`src/hw/rtl/bvms_pkg.sv`:
```
// bvms_pkg: shared types, register codes and the voxel rule for the 3D
// six-neighbor morphology stencil. No dependencies.
`timescale 1ns / 1ps

package bvms_pkg;

  localparam int unsigned CfgIdxW       = 2;
  localparam int unsigned CfgDataW      = 7;
  localparam int unsigned ModeW         = 3;
  localparam int unsigned NumNbrs       = 6;
  localparam int unsigned CntW          = $clog2(NumNbrs + 1);
  localparam int unsigned MajorityLimit = 3;

  // output word buffer
  localparam int unsigned FifoDepth = 3;
  localparam int unsigned FifoPtrW  = $clog2(FifoDepth);
  localparam int unsigned FifoCntW  = $clog2(FifoDepth + 1);

  typedef enum logic [CfgIdxW-1:0] {
    REG_SIZE_X = 2'd0,
    REG_SIZE_Y = 2'd1,
    REG_SIZE_Z = 2'd2,
    REG_MODE   = 2'd3
  } reg_idx_e;

  typedef enum logic [ModeW-1:0] {
    MODE_ERODE    = 3'd0,
    MODE_DILATE   = 3'd1,
    MODE_MAJORITY = 3'd2,
    MODE_INVERT   = 3'd3,
    MODE_CLEAR    = 3'd4
  } mode_e;

  // one plane store entry: same position in the two most recent planes
  typedef struct packed {
    logic newer;
    logic older;
  } plane_word_t;

  // face neighbors of the center voxel
  typedef struct packed {
    logic xm;
    logic xp;
    logic ym;
    logic yp;
    logic zm;
    logic zp;
  } nbr_t;

  typedef struct packed {
    logic voxel_out;
    logic last_voxel;
  } result_t;

  function automatic logic apply_rule(logic [ModeW-1:0] mode, logic center,
                                      nbr_t nb_valid, nbr_t nb_val);
    logic [NumNbrs-1:0] vbits;
    logic [NumNbrs-1:0] dbits;
    logic [CntW-1:0]    black;
    logic [CntW-1:0]    white;
    logic               res;
    vbits = nb_valid;
    dbits = nb_val;
    black = '0;
    white = '0;
    for (int k = 0; k < NumNbrs; k++) begin
      black = black + CntW'(vbits[k] & dbits[k]);
      white = white + CntW'(vbits[k] & ~dbits[k]);
    end
    unique case (mode)
      MODE_ERODE:    res = (center && white != '0) ? 1'b0 : center;
      MODE_DILATE:   res = (!center && black != '0) ? 1'b1 : center;
      MODE_MAJORITY: begin
        if (center && white > CntW'(MajorityLimit)) res = 1'b0;
        else if (!center && black > CntW'(MajorityLimit)) res = 1'b1;
        else res = center;
      end
      MODE_INVERT:   res = ~center;
      MODE_CLEAR:    res = 1'b0;
      default:       res = center;
    endcase
    return res;
  endfunction

endpackage

```
`src/hw/rtl/bvms_if.sv`:
```


interface bvms_out_if;
  logic valid;
  logic ready;
  logic voxel_out;
  logic last_voxel;

  modport source (output valid, output voxel_out, output last_voxel, input ready);
  modport sink   (input valid, input voxel_out, input last_voxel, output ready);
endinterface

```
`src/hw/rtl/bvms_out_fifo.sv`:
```
// bvms_out_fifo: small result word buffer in front of the output channel.
// Depends on bvms_pkg and bvms_if.
`timescale 1ns / 1ps

module bvms_out_fifo (
  input  logic                           clk_i,
  input  logic                           rst_ni,
  input  logic                           push_i,
  input  bvms_pkg::result_t              push_data_i,
  output logic [bvms_pkg::FifoCntW-1:0]  count_o,
  bvms_out_if.source                     out_ch
);
  import bvms_pkg::*;

  result_t             buf_q [FifoDepth];
  logic [FifoPtrW-1:0] wr_q, wr_d;
  logic [FifoPtrW-1:0] rd_q, rd_d;
  logic [FifoCntW-1:0] cnt_q, cnt_d;
  logic                pop;

  assign pop = out_ch.valid & out_ch.ready;

  always_comb begin
    wr_d  = wr_q;
    rd_d  = rd_q;
    cnt_d = cnt_q;
    if (push_i) begin
      wr_d = (wr_q == FifoPtrW'(FifoDepth - 1)) ? '0 : wr_q + FifoPtrW'(1);
    end
    if (pop) begin
      rd_d = (rd_q == FifoPtrW'(FifoDepth - 1)) ? '0 : rd_q + FifoPtrW'(1);
    end
    if (push_i && !pop) begin
      cnt_d = cnt_q + FifoCntW'(1);
    end else if (pop && !push_i) begin
      cnt_d = cnt_q - FifoCntW'(1);
    end
  end

  always_ff @(posedge clk_i or negedge rst_ni) begin
    if (!rst_ni) begin
      wr_q  <= '0;
      rd_q  <= '0;
      cnt_q <= '0;
    end else begin
      wr_q  <= wr_d;
      rd_q  <= rd_d;
      cnt_q <= cnt_d;
    end
  end

  always_ff @(posedge clk_i) begin
    if (push_i) begin
      buf_q[wr_q] <= push_data_i;
    end
  end

  assign out_ch.valid      = (cnt_q != '0);
  assign out_ch.voxel_out  = buf_q[rd_q].voxel_out;
  assign out_ch.last_voxel = buf_q[rd_q].last_voxel;
  assign count_o           = cnt_q;

endmodule

```
`src/flat_wrapper.sv`:
```
// flat-port wrapper written by rule: the top's interface ports become plain ports
module bvms_out_fifo_flat import bvms_pkg::*;
  (clk_i, rst_ni, push_i, push_data_i, count_o, out_ch_valid, out_ch_voxel_out, out_ch_last_voxel, out_ch_ready);
  bvms_out_if out_ch_i ();
  input  logic clk_i;
  input  logic rst_ni;
  input  logic push_i;
  input  bvms_pkg::result_t push_data_i;
  output logic [bvms_pkg::FifoCntW-1:0] count_o;
  output wire logic [$bits(out_ch_i.valid)-1:0] out_ch_valid;
  output wire logic [$bits(out_ch_i.voxel_out)-1:0] out_ch_voxel_out;
  output wire logic [$bits(out_ch_i.last_voxel)-1:0] out_ch_last_voxel;
  input wire logic [$bits(out_ch_i.ready)-1:0] out_ch_ready;
  assign out_ch_valid = out_ch_i.valid;
  assign out_ch_voxel_out = out_ch_i.voxel_out;
  assign out_ch_last_voxel = out_ch_i.last_voxel;
  assign out_ch_i.ready = out_ch_ready;
  bvms_out_fifo u_core (.clk_i(clk_i), .rst_ni(rst_ni), .push_i(push_i), .push_data_i(push_data_i), .count_o(count_o), .out_ch(out_ch_i));
endmodule
```
`config.mk`:
```
export PLATFORM = sky130hd
export DESIGN_NAME = bvms_out_fifo_flat
export DESIGN_NICKNAME = d
export VERILOG_FILES = /design/src/hw/rtl/bvms_pkg.sv /design/src/hw/rtl/bvms_if.sv /design/src/hw/rtl/bvms_out_fifo.sv /design/src/flat_wrapper.sv
export SDC_FILE = /design/constraint.sdc
export NUM_CORES = 1
export LEC_CHECK = 0
export BUFFER_PORTS_ARGS = -buffer_cell sky130_fd_sc_hd__buf_4
export CAP_MARGIN = 15
export CORE_MARGIN = 5
export CORE_UTILIZATION = 35
export DETAILED_ROUTE_END_ITERATION = 16
export PLACE_DENSITY = 0.56
export SETUP_SLACK_MARGIN = 0.5
export SYNTH_ARGS = -nofsm -noshare
export SYNTH_HDL_FRONTEND = slang
export SYNTH_SLANG_ARGS = --single-unit
```
`constraint.sdc`:
```
create_clock -name clk_i -period 2 [get_ports clk_i]
set_input_delay 0.2 -clock clk_i [delete_from_list [all_inputs] [get_ports clk_i]]
set_output_delay 0.2 -clock clk_i [all_outputs]
set_load 0.01 [all_outputs]
```
# ---- After elaboration in Yosys (flattened, before gate mapping)
# Memory sizes are Yosys's and may differ from the RTL's.
# Cells that the tools add are included.
dict set report op_classes {
  addsub 4
  n_eq_ne 2
  n_mux 6
  n_bitwise 1
  n_reduce_logical 6
}
# operator n
set ops {}
lappend ops {{two-way mux 2 bit} 4}
lappend ops {{adder 2 x 1 -> 2 bit, second input constant} 3}
lappend ops {{== test 2 bit, second input constant} 2}
lappend ops {{nonzero test 2 bit} 2}
lappend ops {{logical AND 1 bit} 2}
lappend ops {{logical NOT 1 bit} 2}
lappend ops {{two-way mux 1 bit} 2}
lappend ops {{subtractor 2 x 1 -> 2 bit, second input constant} 1}
lappend ops {{AND 1 bit} 1}
dict set report totals {
  ff_bits 6
  ram_bits 6
  input_bits 6
  out_inout_bits 5
  memories 1
}
# memory depth word_bits read_ports rd_ports_with_merged_regs wr line
set memory_table {}
lappend memory_table {u_core.buf_q 3 2 1 0 1 bvms_out_fifo.sv:15} ;# result_t buf_q [FifoDepth];

# ---- Depth between registers and ports, before layout
# Gate-level depths: netlist (run 1).
dict set report logic_depth {
  word_depth 5
  mapped_depth 5
  ltp_nobuf 5
}

# ---- Least setup slack after synthesis (run 1)
# No wires, ideal clock.
dict set report synth_timing {
  kind {reg-to-reg}
  start {register u_core.cnt_q[0], in the netlist u_core.count_o[0]}
  end {register u_core.cnt_q[1], in the netlist u_core.count_o[1]}
  setup_ps 128
  arrival_ps 1142
  required_time_ps 1872
  slack_ps 730
  path_stages_with_launch 6
  path_buffers 0
  period_less_slack_ps 1270
  cell_sequence {dfrtp_1 o21ai_2 ha_1 xor2_1 nor2_1 xor2_1}
}
dict set report synth_via {
  elab_chain_cells 5
}
# element line
set synth_rtl {}
lappend synth_rtl {{from (decl)} bvms_out_fifo.sv:18} ;# logic [FifoCntW-1:0] cnt_q, cnt_d;
lappend synth_rtl {{from (signal assigned)} bvms_out_fifo.sv:48} ;# cnt_q <= cnt_d;
lappend synth_rtl {{parallel branches: the longest is 5 deep, another holds subtractor 2 x 1 -> 2 bit} -}
# Parallel ways; which one is timed is not known. The select of a mux whose other input is x is not followed.
# A chain may end at the register's enable or synchronous reset.

# ---- Final worst setup path (run 1)
# Same ends and word-level chain as after synthesis.

==> impl_metrics.yaml, run 1 <==
status:
  outcome: "finished clean"
logic_synthesis:
  synth.yosys.seq_area_share_pct: 66.5
  synth_edf_count: 6
  synth.top_cells.by_area: "edfxtp_1, dfrtp_1, a21o_1"
  synth_flop_cell: "edfxtp_1"
  synth_area_per_inst_sq_um: 13.4
  post_synth_num_cell_types: 17
  synthesis.nets: 44
  top_cells_by_instance_count_after_synthesis: "dfrtp_1, edfxtp_1, nand2_1"
  synthesis.yosys.warnings: 0
  yosys_register_bits: 12
  postSynthCellCount: 37
  synth.top_cell.area_share_pct: 36.3
  synth_async_sr_flop_share_pct: 50.0
  synth.cell_area_sq_um: 497
  synth.largest_area_cell: "edfxtp_1"
global_route:
  grt_start_max_net_pins: 8
  track_usage_pct: 9.31
  gr-max-usage-layer: "met2"
  grtUsageMet1_pct: 8.75
  grt_overflow: 0
  grtUsageMet2_pct: 15.8
  global_route.usage.met3_pct: 4.51
  grt_first_pass_wirelength_mm: 1.35
  grt_pass1_vias: 320
  antenna_found_initial: 0
floorplanning:
  placeableCoreArea_sq_mm: 0.00132
  design.die.area_sq_mm: 0.00227
  initial_core_utilization_pct: 37.7
  chipWidth_um: 47.7
  row_count: 13
  io_pins: 11
  die_y_um: 47.7
routing:
  routed-via-count: 324
  drt-initial-drc-count: 6
  drt_first_pass_iters: 4
  post_drt_wl_per_cell_um: 12.9
  wirelength_um: 862
  antenna_violating_nets_left: 0
  drc: 0
  routed_via_density: 4.84
clocking:
  cts-htree-levels: 1
  cts_tree: "yes"
  worstSkewPairLatency_ns: 0.27
  cts_sinks: 12
  cts_buffers: 3
  ctsRootBufferMaster: "clkbuf_4"
  worst_setup_hold_path_clk_slew_ns: 0.07
  cts-root-to-sink-buffers: 2
  post_cts.resized_instances: 0
critical_path:
  setup_crit_end_kind: "flip-flop"
  worst-endpoint-arrival_ns: 1.55
  data_required_time_of_the_critical_path_ns: 2.19
  setup.reg_to_reg.worst_slack_ns: 0.64
  timing.critical_path.from_type: "flip-flop"
  crit_fanout: 5
  worstSetupPathType: "reg -> reg"
sta:
  fin_setup_tns_ns: 0
  timing_worst_slew_pin_value_ns: 0.340
  fin_ws_ns: 0.640
  max_freq_mhz: 735
  maxSlewHeadroom_pct: 77.3
  rsz0062_at_grt: "false"
  drv_slew: 0
  setup-violations-final: 0
  layout_worst_path_cycle_share_pct: 68.0
  min_cycle_time_layout_ns: 1.36
  fin_skew_ns: 0.000679
  final_hold_viol_count: 0
finish:
  finish.net_count: 60
  syn_to_final_growth_pct: 26.2
  antenna_cells: 0
  layout-drive-gt1-share_pct: 30.8
placement:
  detailedPlace.worstSlack_ns: 0.626
  post_detailed_placement_half_perimeter_wirelength_um: 685
  gp_congestion: 0.727
  numPortBuffers: 10
hold_path:
  hp-class: "in -> reg"
power_and_ir_drop:
  finalPower_mw: 0.888
  power.static_leakage_nw: 0.284
  ir_drop_mv: 0.691
  power.density_cell_area_mw_per_mm2: 1420
job:
  timing.max_cap.violations: 0
-- path summary, 6_finish.rpt --
check,from,end,depth (start not counted)
hold reg to reg,u_core.count_o[1],u_core.count_o[1],1
hold / removal,push_data_i[1],u_core.buf_q[0][1],1
setup / recovery,u_core.count_o[0],u_core.count_o[1],4
min in group asynchronous,rst_ni,u_core.wr_q[1],2
setup reg to reg,u_core.count_o[0],u_core.count_o[1],4
max in group asynchronous,rst_ni,u_core.rd_q[1],2
-- cell type report --
cell class | instances | area, sq um
fill | 131 | 691
sequential | 12 | 330
multi-input combinational | 24 | 163
timing repair buffer | 11 | 85.1
clock buffer | 3 | 22.5
tap | 15 | 18.8
clock inverter | 1 | 3.75
inverter | 1 | 3.75
-- sequential cells by signal, indices dropped and copies added, names as in the netlist --
| name | cells |
|---|---|
| u_core.wr_q | 2 |
| u_core.count_o | 2 |
| u_core.buf_q | 6 |
| u_core.rd_q | 2 |
-- metrics by stage --
| stage | instance area (sq um) | hold slack (ns) | std cells | util [%] |
|---|---|---|---|---|
| finish | 627 | 0.126 | 67 | 47.6 |
| global route | 627 | 0.114 | 67 | 47.6 |
| CTS | 627 | 0.117 | 67 | 47.6 |
| detailed placement | 591 | 0.0116 | 62 | 44.8 |
| global placement | 591 | 0.00920 | 62 | 44.8 |
| floorplan | 497 | -0.0956 | 37 | - |
-- layout by cell type, fill, tap and decap left out --
cell / n
nand2b_1: 1
o21ai_1: 3
a21o_1: 3
clkbuf_4: 3
nor2_1: 2
nor3_2: 1
mux2i_1: 2
inv_1: 1
nor3_1: 1
edfxtp_1: 6
buf_4: 10
ha_1: 1
clkinv_1: 1
nor3b_1: 1
xor2_1: 2
or2_2: 1
xnor2_1: 1
dlygate4sd3_1: 1
nand2_1: 4
o21ai_2: 1
dfrtp_1: 6
-- repair_timing --
item                      4_1_cts  5_1_grt
buffers inserted                0        0
hold endpoints to repair        6        0
hold buffers                    1        0
-- metal layers --
layer / vias up / wire (um)
li1: 161 / -
met1: 151 / 334
met2: 10 / 470
met3: 2 / 47
met4: 0 / 10
met5: - / 0
-- kinds of logic after synthesis --
| family | share of synthesized area [%] |
|---|---|
| AO/OA/AOI/OAI | 9.32 |
| flip-flops | 66.5 |
| buffers and inverters | 0.755 |
| XOR/XNOR | 5.29 |
| multiplexers | 4.03 |
| AND/OR/NAND/NOR | 11.6 |
| adder cells (fa/ha/maj) | 2.52 |
-- worst max-delay path: stages (launching register included) --
cell,delay (ns)
dfrtp_1,0.44
o21ai_2,0.25
ha_1,0.31
nor2_1,0.14
xor2_1,0.15
-- power breakdown --
group	internal [mW]	switching, mW	leakage (nW)	total (mW)
clock network	0.0721	0.0768	0.0154	0.149
registers	0.340	0.0891	0.129	0.430
logic	0.174	0.135	0.139	0.309
Power figures use the tool's default switching activity.
==> run 2, diff against run 1 <==
clock period = 1.3 ns   (was 2 ns; I/O delays follow)
==> impl_metrics.yaml, run 2 (synthesis gave the netlist of run 1 again) <==
status:
  outcome: "finished clean"
floorplanning:
  placeableCoreArea_sq_mm: 0.00132
  io_pins: 11
  initial_core_utilization_pct: 37.7
  design.die.area_sq_mm: 0.00227
  chipWidth_um: 47.7
  die_y_um: 47.7
  row_count: 13
sta:
  fin_worst_hold_slack_ns: 0.0499
  drv_slew: 0
  min_cycle_time_layout_ns: 1.23
  rsz0062_at_grt: "true"
  final_hold_viol_count: 0
  maxSlewHeadroom_pct: 85.2
  max_freq_mhz: 814
  setup-violations-final: 0
  fin_setup_tns_ns: 0
  fin_ws_ns: 0.0708
  timing_worst_slew_pin_value_ns: 0.222
  fin_skew_ns: 0.00154
  layout_worst_path_cycle_share_pct: 94.6
clocking:
  cts_tree: "yes"
  cts_buffers: 3
  cts_sinks: 12
  ctsRootBufferMaster: "clkbuf_4"
  cts-htree-levels: 1
  cts-root-to-sink-buffers: 2
  worstSkewPairLatency_ns: 0.27
  worst_setup_hold_path_clk_slew_ns: 0.07
routing:
  drt-initial-drc-count: 1
  post_drt_wl_per_cell_um: 12.8
  routed-via-count: 366
  drt_first_pass_iters: 4
  wirelength_um: 972
  antenna_violating_nets_left: 0
  routed_via_density: 4.82
  drc: 0
finish:
  syn_to_final_growth_pct: 59.2
  postLayoutCoreUtil_pct: 60.0
  antenna_cells: 0
  biggest_register: "u_core.buf_q"
  final_cell_mix: "buf_4, buf_6, edfxtp_1"
  flip_flop_count_of_the_largest_register_after_layout: 6
  layout-drive-gt1-share_pct: 59.0
  most_common_cell_after_layout_fill_and_taps_aside: "buf_4"
  fillers: 110
  finish.net_count: 69
power_and_ir_drop:
  power.static_leakage_nw: 0.343
  power.density_cell_area_mw_per_mm2: 2300
  finalPower_mw: 1.82
  ir_drop_mv: 1.10
critical_path:
  timing.critical_path.buf_inv: 0
  critical_path.max_stage_delay_ns: 0.44
  cpLargestDelayFamily: "flip-flops"
  setup_crit_end_kind: "flip-flop"
  worst_path_max_delay_cell: "dfrtp_2"
  data_required_time_of_the_critical_path_ns: 1.45
  timing.critical_path.cells: "o21ai_4 > ha_4 > xor2_2 > nor2_1 > xor2_1"
  timing.critical_path.from_type: "flip-flop"
  crit_fanout: 3
  worstSetupPathType: "reg -> reg"
  worst-endpoint-arrival_ns: 1.38
hold_path:
  hp-class: "in -> reg"
global_route:
  antenna_found_initial: 0
  grt_pass1_vias: 416
  track_usage_pct: 11.6
  grt_first_pass_wirelength_mm: 1.72
  grt_start_max_net_pins: 8
  grt_overflow: 0
placement:
  numPortBuffers: 10
  post_detailed_placement_half_perimeter_wirelength_um: 712
  detailedPlace.worstSlack_ns: 0.0280
  gp_congestion: 0.707
job:
  timing.max_cap.violations: 0
## run 2: path summary, 6_finish.rpt
check                                   from            endpoint  slack (ns)  cells past startpoint
setup / recovery           u_core.count_o[1]   u_core.count_o[1]        0.07                      5
hold / removal                push_data_i[1]  u_core.buf_q[2][1]        0.05                      1
setup reg to reg           u_core.count_o[1]   u_core.count_o[1]        0.07                      5
hold reg to reg               u_core.wr_q[1]      u_core.wr_q[1]        0.57                      1
max in group asynchronous             rst_ni      u_core.wr_q[0]        0.98                      2
min in group asynchronous             rst_ni   u_core.count_o[1]        0.19                      2
## run 2: what timing repair did
action	in CTS	in global routing
setup endpoints to repair	17	17
hold buffers	1	0
resized for setup	12	3
buffers inserted	6	2
pin swaps	4	0
endpoints found under the hold margin	6	0
## run 2: cell type report
type                       instances  area [sq um]  share of cell area [%]
inverter                           1          3.75                   0.475
sequential                        12           337                    42.6
multi-input combinational         24           220                    27.8
clock buffer                       4          36.3                    4.59
timing repair buffer              20           175                    22.2
tap                               15          18.8                    2.37
## run 2: routing by layer
metal | vias up | part of all wire, % | wire length [um] | GRT usage (%)
met2 | 8 | 59 | 574 | 22.2
li1 | 178 | - | - | -
met1 | 178 | 34 | 327 | 10.4
met4 | 0 | 1.7 | 17 | 6.45
met3 | 2 | 5.6 | 54 | 3.76
met5 | - | 0 | 0 | 0
## run 2: metrics by stage
step           area [sq um]  instances
2_1_floorplan           527         37
3_3_place_gp            628         63
3_5_place_dp            628         63
4_1_cts                 761         74
5_1_grt                 791         76
6_report                791         76
## run 2: power by group
group          switching [mW]  internal (mW)
clock network           0.119          0.170
logic                   0.311          0.523
registers               0.154          0.538
